## config.mk

```make
export PLATFORM = sky130hd
export DESIGN_NAME = go_back_n_link_controller_unit
export DESIGN_NICKNAME = d
export VERILOG_FILES = /design/src/rtl/core/glc_pkg.sv /design/src/rtl/core/glc_front.sv /design/src/rtl/core/glc_back.sv /design/src/rtl/core/go_back_n_link_controller_unit.sv
export VERILOG_INCLUDE_DIRS = /design/src /design/src/rtl/core
export SDC_FILE = /design/constraint.sdc
export NUM_CORES = 1
export LEC_CHECK = 0
export BUFFER_PORTS_ARGS = -buffer_cell sky130_fd_sc_hd__buf_2
export CAP_MARGIN = 20
export CORE_MARGIN = 2
export CORE_UTILIZATION = 54
export CTS_CLUSTER_SIZE = 24
export DETAILED_ROUTE_END_ITERATION = 10
export MAX_ROUTING_LAYER = met4
export PLACE_DENSITY_LB_ADDON = 0.25
export SYNTH_ARGS = -nofsm -noshare
export SYNTH_HDL_FRONTEND = slang
export SYNTH_SLANG_ARGS = --single-unit
```

## constraint.sdc

```tcl
create_clock -name i_clk -period 3.9 [get_ports i_clk]
set_input_delay 1.17 -clock i_clk [delete_from_list [all_inputs] [get_ports i_clk]]
set_output_delay 1.17 -clock i_clk [all_outputs]
set_load 0.05 [all_outputs]
```

## src/rtl/core/go_back_n_link_controller_unit_macros.svh

```systemverilog
// assertion macros shared by the link controller rtl
// no dependencies; included by the modules that check their own logic
`ifndef GO_BACK_N_LINK_CONTROLLER_UNIT_MACROS_SVH
`define GO_BACK_N_LINK_CONTROLLER_UNIT_MACROS_SVH
`ifndef SYNTHESIS
// condition holds at every edge out of reset
`define GLC_ASSERT_HOLD(label, clk, rst_n, cond) \
    label: assert property (@(posedge clk) disable iff (!rst_n) (cond)) \
        else $error("glc invariant violated");
// same-cycle implication
`define GLC_ASSERT_IMPL(label, clk, rst_n, ante, cons) \
    label: assert property (@(posedge clk) disable iff (!rst_n) (ante) |-> (cons)) \
        else $error("glc implication violated");
// next-cycle implication
`define GLC_ASSERT_NEXT(label, clk, rst_n, ante, cons) \
    label: assert property (@(posedge clk) disable iff (!rst_n) (ante) |=> (cons)) \
        else $error("glc sequence violated");
`else
`define GLC_ASSERT_HOLD(label, clk, rst_n, cond)
`define GLC_ASSERT_IMPL(label, clk, rst_n, ante, cons)
`define GLC_ASSERT_NEXT(label, clk, rst_n, ante, cons)
`endif
`endif

```

## src/rtl/core/glc_pkg.sv

```systemverilog
// shared types and constants of the go-back-n link controller
// no dependencies; imported by every module of the block
`timescale 1ns / 1ps

package glc_pkg;

    localparam int SEQ_W = 4;
    localparam int LEN_W = 9;

    // event codes on the operation field
    localparam logic [2:0] OP_PACKET_READY = 3'd0;
    localparam logic [2:0] OP_LINE_READY   = 3'd1;
    localparam logic [2:0] OP_FRAME        = 3'd2;
    localparam logic [2:0] OP_DATA_TIMEOUT = 3'd3;
    localparam logic [2:0] OP_ACK_TIMEOUT  = 3'd4;

    // received frame kinds
    localparam logic [1:0] KIND_DATA = 2'd0;
    localparam logic [1:0] KIND_NAK  = 2'd2;

    // header plus crc bytes stripped on deliver
    localparam logic [LEN_W-1:0] FRAME_OVERHEAD = 9'd7;
    // saturation of the buffered frame count
    localparam logic [SEQ_W-1:0] COUNT_MAX = 4'd15;
    // commands kept per event ahead of the status
    localparam logic [4:0] MAX_CMDS = 5'd16;

    typedef enum logic [2:0] {
        ACT_SEND_DATA = 3'd0,
        ACT_SEND_ACK  = 3'd1,
        ACT_SEND_NAK  = 3'd2,
        ACT_DELIVER   = 3'd3,
        ACT_STOP_TMR  = 3'd4,
        ACT_STATUS    = 3'd5
    } t_action;

    // event class decided by the front end
    typedef enum logic [3:0] {
        CLS_PACKET,
        CLS_LINE,
        CLS_BAD_FRAME,
        CLS_DATA_FRAME,
        CLS_ACK_FRAME,
        CLS_NAK_FRAME,
        CLS_RESEND,
        CLS_ACK_TIMEOUT,
        CLS_NONE
    } t_cls;

    typedef enum logic [2:0] {
        ST_IDLE,
        ST_HEAD,
        ST_ACKS,
        ST_NAK_STOP,
        ST_RESEND,
        ST_STATUS
    } t_state;

    typedef struct packed {
        t_cls             cls;
        logic [SEQ_W-1:0] seq;
        logic [SEQ_W-1:0] fack;
        logic [LEN_W-1:0] dlen;
    } t_evt;

    typedef struct packed {
        t_action          action;
        logic [SEQ_W-1:0] slot;
        logic             load_slot;
        logic [SEQ_W-1:0] ack_number;
        logic [LEN_W-1:0] delivered_length;
        logic             ack_tmr_start;
        logic             ack_tmr_stop;
        logic             network_enable;
        logic             last;
    } t_item;

    // queue head handed from front to back
    typedef struct packed {
        logic valid;
        t_evt evt;
    } t_queue_head;

endpackage

```

## src/rtl/core/glc_front.sv

```systemverilog
// front end: accepts link events, classifies them and queues them
// depends on glc_pkg and the assertion macro header
`timescale 1ns / 1ps
`include "go_back_n_link_controller_unit_macros.svh"

module glc_front
    import glc_pkg::*;
(
    input  logic              i_clk,
    input  logic              i_rst_n,
    input  logic              i_in_valid,
    output logic              o_in_stall,
    input  logic [2:0]        i_operation,
    input  logic              i_frame_good,
    input  logic [1:0]        i_frame_kind,
    input  logic [SEQ_W-1:0]  i_frame_seq,
    input  logic [SEQ_W-1:0]  i_frame_ack,
    input  logic [LEN_W-1:0]  i_frame_length,
    output t_queue_head       o_head,
    input  logic              i_pop
);

    t_evt       evt_c;
    logic       push;
    logic [1:0] n_count;
    logic       n_wr_ptr;
    logic       n_rd_ptr;

    t_evt       r_mem [2];
    logic [1:0] r_count;
    logic       r_wr_ptr;
    logic       r_rd_ptr;

    // classify the event
    always_comb begin
        evt_c.seq  = i_frame_seq;
        evt_c.fack = i_frame_ack;
        evt_c.dlen = (i_frame_length >= FRAME_OVERHEAD) ? i_frame_length - FRAME_OVERHEAD
                                                        : '0;
        priority if (i_operation == OP_PACKET_READY) begin
            evt_c.cls = CLS_PACKET;
        end else if (i_operation == OP_LINE_READY) begin
            evt_c.cls = CLS_LINE;
        end else if (i_operation == OP_FRAME) begin
            priority if (!i_frame_good) begin
                evt_c.cls = CLS_BAD_FRAME;
            end else if (i_frame_kind == KIND_DATA) begin
                evt_c.cls = CLS_DATA_FRAME;
            end else if (i_frame_kind == KIND_NAK) begin
                evt_c.cls = CLS_NAK_FRAME;
            end else begin
                evt_c.cls = CLS_ACK_FRAME;
            end
        end else if (i_operation == OP_DATA_TIMEOUT) begin
            evt_c.cls = CLS_RESEND;
        end else if (i_operation == OP_ACK_TIMEOUT) begin
            evt_c.cls = CLS_ACK_TIMEOUT;
        end else begin
            evt_c.cls = CLS_NONE;
        end
    end

    // two-entry queue control
    assign o_in_stall = (r_count == 2'd2);
    assign push       = i_in_valid && !o_in_stall;

    always_comb begin
        n_wr_ptr = push  ? ~r_wr_ptr : r_wr_ptr;
        n_rd_ptr = i_pop ? ~r_rd_ptr : r_rd_ptr;
        n_count  = r_count + 2'(push) - 2'(i_pop);
    end

    always_ff @(posedge i_clk) begin
        if (!i_rst_n) begin
            r_count  <= '0;
            r_wr_ptr <= 1'b0;
            r_rd_ptr <= 1'b0;
        end else begin
            r_count  <= n_count;
            r_wr_ptr <= n_wr_ptr;
            r_rd_ptr <= n_rd_ptr;
        end
    end

    // queue storage
    always_ff @(posedge i_clk) begin
        if (push) begin
            r_mem[r_wr_ptr] <= evt_c;
        end
    end

    assign o_head.valid = (r_count != 2'd0);
    assign o_head.evt   = r_mem[r_rd_ptr];

    `GLC_ASSERT_HOLD(a_count_range, i_clk, i_rst_n, r_count <= 2'd2)
    `GLC_ASSERT_HOLD(a_ptr_match, i_clk, i_rst_n, (r_rd_ptr ^ r_wr_ptr) == (r_count == 2'd1))
    `GLC_ASSERT_IMPL(a_pop_nonempty, i_clk, i_rst_n, i_pop, r_count != 2'd0)

endmodule

```

## src/rtl/core/glc_back.sv

```systemverilog
// back end: sequences the commands of one queued event and holds link state
// depends on glc_pkg and the assertion macro header
`timescale 1ns / 1ps
`include "go_back_n_link_controller_unit_macros.svh"

module glc_back
    import glc_pkg::*;
#(
    parameter int WINDOW_SIZE = 15
) (
    input  logic        i_clk,
    input  logic        i_rst_n,
    input  t_queue_head i_head,
    output logic        o_pop,
    output logic        o_out_valid,
    input  logic        i_out_stall,
    output t_item       o_item
);

    localparam int unsigned WinLimit = WINDOW_SIZE;

    t_state           r_state, n_state;
    logic [SEQ_W-1:0] r_nts, n_nts;
    logic [SEQ_W-1:0] r_oldest, n_oldest;
    logic [SEQ_W-1:0] r_exp, n_exp;
    logic [SEQ_W-1:0] r_outstanding, n_outstanding;
    logic             r_line_ready, n_line_ready;
    logic             r_nak_ok, n_nak_ok;
    logic [SEQ_W-1:0] r_rem, n_rem;
    logic [4:0]       r_emitted, n_emitted;
    t_evt             r_evt, n_evt;
    logic             r_out_valid, n_out_valid;
    t_item            r_out, n_out;

    logic             out_free;
    logic             in_win;
    logic [SEQ_W-1:0] ack_o;
    logic             emit_req;
    logic             do_emit;
    t_item            item;

    // circular window test: fack lies in [oldest, nts)
    function automatic logic win_test(logic [SEQ_W-1:0] a, logic [SEQ_W-1:0] b,
                                      logic [SEQ_W-1:0] c);
        logic [SEQ_W-1:0] d_b;
        logic [SEQ_W-1:0] d_c;
        d_b = b - a;
        d_c = c - a;
        return d_b < d_c;
    endfunction

    assign out_free = !r_out_valid || !i_out_stall;
    assign in_win   = win_test(r_oldest, r_evt.fack, r_nts);
    assign ack_o    = r_exp + COUNT_MAX;

    // next state
    always_comb begin
        n_state = r_state;
        unique case (r_state)
            ST_IDLE: begin
                if (i_head.valid) n_state = ST_HEAD;
            end
            ST_HEAD: begin
                if (out_free) begin
                    unique case (r_evt.cls)
                        CLS_DATA_FRAME, CLS_ACK_FRAME, CLS_NAK_FRAME: n_state = ST_ACKS;
                        CLS_RESEND:                                   n_state = ST_RESEND;
                        default:                                      n_state = ST_STATUS;
                    endcase
                end
            end
            ST_ACKS: begin
                if (out_free && !in_win) begin
                    n_state = (r_evt.cls == CLS_NAK_FRAME) ? ST_NAK_STOP : ST_STATUS;
                end
            end
            ST_NAK_STOP: begin
                if (out_free) n_state = ST_RESEND;
            end
            ST_RESEND: begin
                if (out_free && (r_rem == '0)) n_state = ST_STATUS;
            end
            ST_STATUS: begin
                if (out_free) n_state = ST_IDLE;
            end
            default: n_state = ST_IDLE;
        endcase
    end

    // command generation and link state updates
    always_comb begin
        n_nts         = r_nts;
        n_oldest      = r_oldest;
        n_exp         = r_exp;
        n_outstanding = r_outstanding;
        n_line_ready  = r_line_ready;
        n_nak_ok      = r_nak_ok;
        n_rem         = r_rem;
        n_evt         = r_evt;
        o_pop         = 1'b0;
        emit_req      = 1'b0;
        item          = '0;
        item.action   = ACT_SEND_DATA;

        unique case (r_state)
            ST_IDLE: begin
                if (i_head.valid) begin
                    o_pop = 1'b1;
                    n_evt = i_head.evt;
                end
            end
            ST_HEAD: begin
                if (out_free) begin
                    unique case (r_evt.cls)
                        CLS_PACKET: begin
                            emit_req        = 1'b1;
                            item.action     = ACT_SEND_DATA;
                            item.slot       = r_nts;
                            item.load_slot  = 1'b1;
                            item.ack_number = ack_o;
                            if (r_outstanding < COUNT_MAX) n_outstanding = r_outstanding + 1'b1;
                            n_line_ready    = 1'b0;
                            n_nts           = r_nts + 1'b1;
                        end
                        CLS_LINE: begin
                            n_line_ready = 1'b1;
                        end
                        CLS_BAD_FRAME: begin
                            if (r_nak_ok) begin
                                emit_req          = 1'b1;
                                item.action       = ACT_SEND_NAK;
                                item.ack_number   = ack_o;
                                item.ack_tmr_stop = 1'b1;
                                n_line_ready      = 1'b0;
                            end
                        end
                        CLS_DATA_FRAME: begin
                            if (r_evt.seq == r_exp) begin
                                emit_req              = 1'b1;
                                item.action           = ACT_DELIVER;
                                item.delivered_length = r_evt.dlen;
                                item.ack_tmr_start    = 1'b1;
                                n_nak_ok              = 1'b1;
                                n_exp                 = r_exp + 1'b1;
                            end else if (r_nak_ok) begin
                                emit_req          = 1'b1;
                                item.action       = ACT_SEND_NAK;
                                item.ack_number   = ack_o;
                                item.ack_tmr_stop = 1'b1;
                                n_nak_ok          = 1'b0;
                                n_line_ready      = 1'b0;
                            end
                        end
                        CLS_RESEND: begin
                            n_nts        = r_oldest;
                            n_rem        = r_outstanding;
                            n_line_ready = 1'b0;
                        end
                        CLS_ACK_TIMEOUT: begin
                            emit_req          = 1'b1;
                            item.action       = ACT_SEND_ACK;
                            item.ack_number   = ack_o;
                            item.ack_tmr_stop = 1'b1;
                            n_line_ready      = 1'b0;
                        end
                        default: begin
                        end
                    endcase
                end
            end
            ST_ACKS: begin
                // one acknowledged frame per cycle while the output is not stalled
                if (out_free && in_win) begin
                    emit_req    = 1'b1;
                    item.action = ACT_STOP_TMR;
                    item.slot   = r_oldest;
                    if (r_outstanding != '0) n_outstanding = r_outstanding - 1'b1;
                    n_oldest    = r_oldest + 1'b1;
                end
            end
            ST_NAK_STOP: begin
                if (out_free) begin
                    emit_req     = 1'b1;
                    item.action  = ACT_STOP_TMR;
                    item.slot    = r_oldest + 1'b1;
                    n_nts        = r_oldest;
                    n_rem        = r_outstanding;
                    n_line_ready = 1'b0;
                end
            end
            ST_RESEND: begin
                // go back: resend every buffered frame from the oldest
                if (out_free && (r_rem != '0)) begin
                    emit_req          = 1'b1;
                    item.action       = ACT_SEND_DATA;
                    item.slot         = r_nts;
                    item.ack_number   = ack_o;
                    item.ack_tmr_stop = 1'b1;
                    n_nts             = r_nts + 1'b1;
                    n_rem             = r_rem - 1'b1;
                end
            end
            ST_STATUS: begin
                if (out_free) begin
                    emit_req            = 1'b1;
                    item.action         = ACT_STATUS;
                    item.network_enable = (32'(r_outstanding) < WinLimit) && r_line_ready;
                    item.last           = 1'b1;
                end
            end
            default: begin
            end
        endcase
    end

    // command budget: the status always goes out, others only within the budget
    always_comb begin
        do_emit   = emit_req && (item.last || (r_emitted < MAX_CMDS));
        n_emitted = r_emitted;
        if (o_pop) begin
            n_emitted = '0;
        end else if (do_emit && !item.last) begin
            n_emitted = r_emitted + 1'b1;
        end
        n_out = r_out;
        if (do_emit) begin
            n_out_valid = 1'b1;
            n_out       = item;
        end else if (!i_out_stall) begin
            n_out_valid = 1'b0;
        end else begin
            n_out_valid = r_out_valid;
        end
    end

    always_ff @(posedge i_clk) begin
        if (!i_rst_n) begin
            r_state       <= ST_IDLE;
            r_nts         <= '0;
            r_oldest      <= '0;
            r_exp         <= '0;
            r_outstanding <= '0;
            r_line_ready  <= 1'b0;
            r_nak_ok      <= 1'b1;
            r_rem         <= '0;
            r_emitted     <= '0;
            r_out_valid   <= 1'b0;
        end else begin
            r_state       <= n_state;
            r_nts         <= n_nts;
            r_oldest      <= n_oldest;
            r_exp         <= n_exp;
            r_outstanding <= n_outstanding;
            r_line_ready  <= n_line_ready;
            r_nak_ok      <= n_nak_ok;
            r_rem         <= n_rem;
            r_emitted     <= n_emitted;
            r_out_valid   <= n_out_valid;
        end
    end

    // payload registers
    always_ff @(posedge i_clk) begin
        r_evt <= n_evt;
        r_out <= n_out;
    end

    assign o_out_valid = r_out_valid;
    assign o_item      = r_out;

    `GLC_ASSERT_HOLD(a_budget, i_clk, i_rst_n, r_emitted <= MAX_CMDS)
    `GLC_ASSERT_IMPL(a_last_is_status, i_clk, i_rst_n, r_out_valid, (r_out.action == ACT_STATUS) == r_out.last)
    `GLC_ASSERT_NEXT(a_status_out, i_clk, i_rst_n, (r_state == ST_STATUS) && out_free, r_out_valid && r_out.last && (r_state == ST_IDLE))
    `GLC_ASSERT_IMPL(a_pop_idle, i_clk, i_rst_n, o_pop, r_state == ST_IDLE)

endmodule

```

## src/rtl/core/go_back_n_link_controller_unit.sv

```systemverilog
// Go-back-N link controller with NAK over a 4-bit sequence space.
// Input channel (i_in_valid / o_in_stall): one link event per request, taken
// at an edge with valid high and stall low: packet ready, line ready, frame
// received (crc verdict, kind, sequence, ack, length), data or ack timeout.
// Output channel (o_out_valid / i_out_stall): an ordered run of commands per
// event (send data, send ack, send nak, deliver, stop data timer), closed by
// a status request with o_last high that carries o_network_enable.
// At most sixteen commands precede the status; later ones are dropped while
// the link state still advances.
// The first command shows once the event has passed the queue register, the
// idle and head states and the output register, and also the ack, nak-stop
// or resend states it passes first when it opens with a stop-timer or resend
// command; within the ack and resend loops one command per cycle follows while
// the receiver does not stall. The sequencer handles one event at a time.
// A two-entry event queue keeps taking events while the sequencer works.
// When the receiver stalls, the output register holds its command and the
// sequencer waits; once the queue is full o_in_stall rises.
// Reset (i_rst_n low, synchronous) empties queue and output and sets the
// window pointers, counts and line-ready flag to zero and allows a NAK.
`timescale 1ns / 1ps

module go_back_n_link_controller_unit
    import glc_pkg::*;
#(
    parameter int WINDOW_SIZE = 15
) (
    input  logic             i_clk,
    input  logic             i_rst_n,
    input  logic             i_in_valid,
    output logic             o_in_stall,
    input  logic [2:0]       i_operation,
    input  logic             i_frame_good,
    input  logic [1:0]       i_frame_kind,
    input  logic [SEQ_W-1:0] i_frame_seq,
    input  logic [SEQ_W-1:0] i_frame_ack,
    input  logic [LEN_W-1:0] i_frame_length,
    output logic             o_out_valid,
    input  logic             i_out_stall,
    output logic [2:0]       o_action,
    output logic [SEQ_W-1:0] o_slot,
    output logic             o_load_slot,
    output logic [SEQ_W-1:0] o_ack_number,
    output logic [LEN_W-1:0] o_delivered_length,
    output logic             o_ack_tmr_start,
    output logic             o_ack_tmr_stop,
    output logic             o_network_enable,
    output logic             o_last
);

    t_queue_head head;
    logic        pop;
    t_item       item;

    // event intake and classification
    glc_front u_front (
        .i_clk          (i_clk),
        .i_rst_n        (i_rst_n),
        .i_in_valid     (i_in_valid),
        .o_in_stall     (o_in_stall),
        .i_operation    (i_operation),
        .i_frame_good   (i_frame_good),
        .i_frame_kind   (i_frame_kind),
        .i_frame_seq    (i_frame_seq),
        .i_frame_ack    (i_frame_ack),
        .i_frame_length (i_frame_length),
        .o_head         (head),
        .i_pop          (pop)
    );

    // command sequencer
    glc_back #(
        .WINDOW_SIZE (WINDOW_SIZE)
    ) u_back (
        .i_clk       (i_clk),
        .i_rst_n     (i_rst_n),
        .i_head      (head),
        .o_pop       (pop),
        .o_out_valid (o_out_valid),
        .i_out_stall (i_out_stall),
        .o_item      (item)
    );

    // result fields
    assign o_action           = item.action;
    assign o_slot             = item.slot;
    assign o_load_slot        = item.load_slot;
    assign o_ack_number       = item.ack_number;
    assign o_delivered_length = item.delivered_length;
    assign o_ack_tmr_start    = item.ack_tmr_start;
    assign o_ack_tmr_stop     = item.ack_tmr_stop;
    assign o_network_enable   = item.network_enable;
    assign o_last             = item.last;

endmodule
```

Word-level counts from Yosys, hierarchy flattened
Memory sizes are Yosys's and may differ from the RTL's. A register that Yosys moved wholly into a read port is not among the register bits.
Index checks and enable logic that the tools add are counted.
{"block": "totals", "regBits": 60, "latch_bits": 0, "ram_bits": 42, "mem_bits_ro": 0, "inputBits": 27, "output_inout_bits": 27, "elab_cells": 199, "n_memories": 1}
{"block": "classes", "add_sub_neg": 13, "mul": 0, "n_div": 0, "magnitude_cmp": 5, "n_eq_ne": 35, "shift": 0, "muxes": 78, "bitwise_logic": 3, "reduce_logical": 42}
{"name": "u_front.r_mem", "words": 2, "width": 21, "rd": 1, "rd_clocked_by_memory_dff": 1, "write_ports": 1, "line": "glc_front.sv:29", "text": "t_evt r_mem [2];"}
{"op": "two-way mux 4 bit", "n": 23}
{"op": "case mux 4 bit (3 select lines)", "n": 3}
{"op": "two-way mux 3 bit", "n": 8}
{"op": "case mux 4 bit (2 select lines)", "n": 3}
{"op": "two-way mux 23 bit", "n": 1}
{"op": "two-way mux 1 bit", "n": 21}
{"op": "two-way mux 10 bit", "n": 2}
{"op": "inequality test 2 x 1 -> 1 bit, second input constant", "n": 10}
{"op": "case mux 3 bit (6 select lines)", "n": 1}
{"op": "adder 4 x 1 -> 4 bit, second input constant", "n": 4}
{"op": "equality test 4 x 3 -> 1 bit, second input constant", "n": 4}
{"op": "case mux 4 bit (4 select lines)", "n": 1}
{"op": "case mux 3 bit (5 select lines)", "n": 1}
{"op": "AND reduction 5 bit", "n": 3}
{"op": "two-way mux 7 bit", "n": 2}
{"op": "equality test 3 x 2 -> 1 bit, second input constant", "n": 4}
{"op": "AND reduction 6 bit", "n": 2}
{"op": "equality test 3 bit, second input constant", "n": 3}
{"op": ">= comparator 9 x 3 -> 1 bit, second input constant", "n": 1}
{"op": "two-way mux 9 bit", "n": 1}
{"op": "case mux 3 bit (3 select lines)", "n": 1}
{"op": "subtractor 9 x 3 -> 9 bit, second input constant", "n": 1}
{"op": "equality test 4 x 2 -> 1 bit, second input constant", "n": 2}
{"op": "logical AND 1 bit", "n": 8}
{"op": "36 further kinds", "n": 66}

Longest topological paths before layout
{"block": "logic_depth", "ltp_word": 7, "depth_mapped": 14, "depth_no_buf": 14}

By module
A second synthesis with hierarchy kept.
{"block": "unflattened", "cells_unflattened": 524, "area_unflattened_um2": 6127.1}
{"module": "glc_back", "n_inst": 1, "cells_each": 390, "area_each_um2": 4115.2, "seq_area_each_um2": 2001.9}
{"module": "glc_front", "n_inst": 1, "cells_each": 134, "area_each_um2": 2011.9, "seq_area_each_um2": 1361.3}

Worst setup path after synthesis
No wires, ideal clock.
{"block": "synth_path", "path_type": "reg2reg", "startpoint": "register u_back.r_state[2]", "endpoint": "register u_front.r_count[1]", "setup_ps": 115, "arrival_ps": 3946, "t_required_ps": 3785, "path_slack_ps": -161, "stages_incl_launch_ff": 9, "path_buffers": 1, "period_less_slack_ps": 4061, "path_cell_list": "dfxtp_1 > buf_1 > nor4_1 > ha_1 > inv_1 > ha_1 > xnor2_1 > xnor2_1 > and2_1"}
{"block": "synth_between", "elab_chain_len": 3}
{"element": "from (decl)", "line": "glc_back.sv:22", "text": "t_state r_state, n_state;"}
{"element": "from (signal assigned)", "line": "glc_back.sv:249", "text": "r_state <= n_state;"}
{"element": "zero test 3 bit", "line": "glc_back.sv:105", "text": "unique case (r_state)"}
{"element": "two-way mux 1 bit", "line": "glc_back.sv:105"}
{"element": "named net pop", "line": "go_back_n_link_controller_unit.sv:51", "text": "logic pop;"}
{"element": "subtractor 2 x 1 -> 2 bit", "line": "glc_front.sv:70", "text": "n_count = r_count + 2'(push) - 2'(i_pop);"}
{"element": "to (signal assigned)", "line": "glc_front.sv:79", "text": "r_count <= n_count;"}
{"element": "to (decl)", "line": "glc_front.sv:30", "text": "logic [1:0] r_count;"}
The timed path passes the listed nets, and every way through them passes these cells.
A chain may end at the register's enable or synchronous reset.

Worst setup path after layout
{"block": "layout_path", "startpoint": "register u_back.r_oldest[1]", "endpoint": "register u_back.r_out (netlist bit u_back.o_item[8]), enable pin"}
{"block": "layout_between", "elab_chain_len": 6, "elab_cells_between_ends": 7, "cone_classes": "2 x add/sub; 1 x order compare; 2 x mux; 2 x reduce/logical"}
{"element": "from (decl)", "line": "glc_back.sv:24", "text": "logic [SEQ_W-1:0] r_oldest, n_oldest;"}
{"element": "from (signal assigned)", "line": "glc_back.sv:251", "text": "r_oldest <= n_oldest;"}
{"element": "subtractor 4 bit, on equally long branches", "line": "glc_back.sv:47, glc_back.sv:48"}
{"element": "less-than comparator 4 bit (*)", "line": "glc_back.sv:49", "text": "return d_b < d_c;"}
{"element": "logical AND 1 bit (*)", "line": "glc_back.sv:173", "text": "if (out_free && in_win) begin"}
{"element": "two-way mux 1 bit (*)", "line": "glc_back.sv:173"}
{"element": "case mux 1 bit (4 select lines) (*)", "line": "glc_back.sv:105"}
{"element": "logical AND 1 bit (*)", "line": "glc_back.sv:218", "text": "do_emit = emit_req && (item.last || (r_emitted < MAX_CMDS));"}
{"element": "named net u_back.do_emit", "line": "glc_back.sv:39", "text": "logic do_emit;"}
{"element": "to (signal assigned)", "line": "glc_back.sv:265", "text": "r_out <= n_out;"}
{"element": "to (decl)", "line": "glc_back.sv:33", "text": "t_item r_out, n_out;"}
The timed path passes the listed nets; every way through them passes the cells marked *.

==> results by group <==
Outcome
  • Status: completed

Place
  • I/O Buffers: 53
  • Post-DP Area: 0.00635 mm2
  • Post-DP HPWL: 7330 um
  • GPL Wtd Cong: 0.880
  • Placed Cells: 689
  • Place WS: 0.532 ns

Synthesis
  • Cells after synthesis: 512
  • Syn Nets: 562
  • Ys Warns: 0
  • Seq/Total Area, Yosys: 0.562
  • Synth Flop Type: edfxtp_1
  • Ys async rst share: 0
  • Mapped Area: 0.00595 mm2
  • Syn_area_per_cell: 11.6 um2
  • Flops & latches, synth: 123
  • Number of synthesized flops with an enable pin: 88
  • Synth unique cells: 60
  • Ranking of synthesized cells by area: edfxtp_1 44%, dfxtp_1 12%, ha_1 4.2%
  • Largest area contributor in the netlist: edfxtp_1
  • Synth top area share: 0.444

Finish
  • Non-Filler Instances: 721
  • Reg area: 0.00334 mm2
  • Design Area, Final: 0.00690 mm2
  • # fillers: 804
  • # diodes: 0
  • Area grow syn2layout: 16.1%
  • Layout cells sized above 1: 0.200
  • Final #Nets: 618
  • Multi-input logic area: 0.00243 mm2

STA
  • Final hold violations: 0
  • Final worst slack: 0.560 ns
  • Fin crit period: 3.34 ns
  • Slew headroom: 0.356
  • Worst-margin pin slew: 0.958 ns
  • Final Slew Violations: 0
  • Clk_skew: 0.00954 ns
  • Fmax: 299 MHz
  • Setup tns final: 0 ns
  • Unrepaired setup endpoints after global routing: false
  • Final worst path period share: 0.856
  • # setup viols final: 0

Power
  • LEAKAGE: 2.62 nW
  • Power Density: 651 mW/mm2
  • Sequential power share: 0.420
  • Logic gate share of total power: 0.257
  • VDD IR-drop max: 0.000362 V
  • Int Pwr: 0.00306 W
  • Clock Power Share: 0.323
  • Switching Fraction: 0.320
  • NetSw: 0.00144 W
  • Power, Total: 0.00449 W

Drt
  • DRT Wirelength: 10,700 um
  • Drt drc: 0
  • Via count: 3,947
  • Drt via density: 5.47
  • Final antenna-violating net count: 0
  • Initial DRC count: 206
  • Routed wire per std cell: 14.8 um
  • Initial DRT Pass Iterations: 4

Clock tree
  • CTS H-tree depth: 4
  • Clock transition at the registers of the reported paths: 0.06 ns
  • Sink Count: 123
  • Post_cts resized: 0
  • CTS tree: done
  • CTS Buffer Depth: 2
  • Post-CTS Hold Buffers: 0
  • Clk_lat worst skew: 0.53 ns
  • Clock Tree Root: clkbuf_8
  • Post-CTS Setup Bufs: 0
  • Num CTS Buffers: 17

Worst setup path
  • Crit path from: u_back.r_oldest[1]$_SDFFE_PN0P_
  • CP max stage delay: 0.47 ns
  • Worst path required time: 4.18 ns
  • Reg2reg setup slack: 0.56 ns
  • Arrival @ worst endpoint: 3.62 ns
  • Reg2reg path depth: 12
  • Worst-path cell with the longest stage delay: dfxtp_1
  • Crit path capture: u_back.o_item[8]$_SDFFCE_PN0P_
  • Critical Path Sink Type: register
  • CP max FO: 15
  • Nature of the critical path startpoint: register
  • FF-to-FF End: u_back.o_item[8]$_SDFFCE_PN0P_
  • Kind of critical path: reg -> reg
  • RR Startpoint: u_back.r_oldest[1]$_SDFFE_PN0P_
  • Cell Chain, Critical Path: inv_1, ha_1, a21o_1, a21oi_1, xnor2_1, ha_1, o211ai_1, o211ai_1, a31oi_1, a21oi_1, inv_2, buf_4

Hold path
  • Class of the worst hold path: reg -> reg

Floorplan
  • Row cnt: 38
  • Die span in y: 109 um
  • Core ar.: 0.0108 mm2
  • Ports: 54
  • Initial Util: 0.551
  • Width of the die: 109 um
  • Full die area: 0.0119 mm2

GRT
  • First-pass GRT wire length: 17,700 um
  • Initial antenna violation count: 0
  • Vias in the first global route: 3,757
  • GRT Overall Usage: 0.205
  • Largest net degree at the start of global routing: 34
  • Grt ovf: 0

Run
  • Max_cap viols: 0
==> through the flow <==
stage	utilization	hold WS, ns
final	0.640	0.460
after global routing	0.640	0.509
after CTS	0.640	0.465
after detailed placement	0.589	0.451
after global placement	0.589	0.452
after floorplan	-	0.434
==> cell usage after synthesis, drive strengths merged (6+ instances only) <==
library cell / count
xnor2: 25
clkbuf: 13
inv: 25
dfxtp: 35
o21ai: 23
mux2: 21
edfxtp: 88
a21oi: 20
and2: 21
buf: 9
nor2b: 20
nand3: 14
o211ai: 6
a21boi: 8
nand2: 32
nor3: 10
mux2i: 9
nand2b: 10
nor2: 29
nor3b: 6
a21o: 8
ha: 20
==> critical path: cells and delay by family (launching register included) <==
family / cells / cell delay [ns]
compound gates: 6 / 1.24
xor+xnor: 1 / 0.10
fa+ha+maj: 2 / 0.59
buf+inv: 3 / 0.67
flops: 1 / 0.47
==> power groups by stage <==
stage               registers [W]  logic [W]  clock network [W]
global route              0.00192    0.00128            0.00155
detailed placement        0.00191    0.00116                  0
finish                    0.00189    0.00116            0.00145
floorplan                 0.00197   0.000815                  0
CTS                       0.00189    0.00116            0.00148
global placement          0.00190    0.00113                  0
==> logic make-up after synthesis <==
kind of cell    after synthesis  share of synthesized area
fa+ha+maj                    23                     0.0522
simple gates                168                      0.152
flops                       123                      0.562
mux                          30                     0.0549
compound gates               91                      0.103
xor+xnor                     30                     0.0442
buf+inv                      47                     0.0316
==> flip-flops by register name, summed over array words and instances (netlist names), 5 cells and up <==
name / cells
u_front.r_mem: 42
u_back.r_evt: 21
u_back.o_item: 25
u_back.r_emitted: 5
==> placed cells by master (no fill, tap or decap), types with 3 or more instances in the layout <==
cell        netlist  final
nor2_1           29     29
nor3b_1           5      5
a21o_1            8      8
nand3_1          14     14
nor2b_1          20     20
nand2_1          32     32
a21boi_1          6      6
o211ai_1          6      6
o21ai_0          22     22
clkbuf_16         0     16
mux2i_1           9      9
a22oi_1           3      3
mux2_2           21     21
nor3_1           10     10
o211a_1           3      3
a21oi_1          20     20
nand4_1           4      4
buf_4             0      6
xor2_1            5      5
dfxtp_1          35     35
nand4b_1          3      3
clkbuf_1         13      3
and2_1           21     21
nand2b_1         10     10
or3_1             4      4
xnor2_1          25     25
fa_1              3      3
buf_2             3     53
edfxtp_1         88     88
inv_1            24     24
clkinvlp_4        0      4
ha_1             20     20
nor4_1            4      3
==> per-layer routing <==
metal  part of all wire  up-vias  track usage
met1               0.45     1870        0.252
met2               0.49       95        0.312
met5                  0        -            -
met3              0.047       16       0.0669
li1                   -     1966            -
met4              0.017        0       0.0852
==> cell type report <==
| cell class | count | area share |
|---|---|---|
| inverters | 25 | 0.0136 |
| repair buffers | 59 | 0.0449 |
| well taps | 140 | 0.0254 |
| flip-flops and latches | 123 | 0.484 |
| multi-input cells | 342 | 0.352 |
| clock inverters | 12 | 0.0181 |
| clock buffers | 20 | 0.0616 |
==> worst min-delay path by stage <==
stage               cells after the start  slack, ns                                to                              from
floorplan                               2       0.43  u_back.r_line_ready$_SDFFE_PN0P_  u_back.r_line_ready$_SDFFE_PN0P_
finish                                  2       0.46  u_back.r_line_ready$_SDFFE_PN0P_  u_back.r_line_ready$_SDFFE_PN0P_
global placement                        2       0.45  u_back.r_line_ready$_SDFFE_PN0P_  u_back.r_line_ready$_SDFFE_PN0P_
detailed placement                      2       0.45  u_back.r_line_ready$_SDFFE_PN0P_  u_back.r_line_ready$_SDFFE_PN0P_
CTS                                     2       0.47  u_back.r_line_ready$_SDFFE_PN0P_  u_back.r_line_ready$_SDFFE_PN0P_
global route                            2       0.51  u_back.r_line_ready$_SDFFE_PN0P_  u_back.r_line_ready$_SDFFE_PN0P_
No activity file was read; power rests on OpenSTA's default activity.
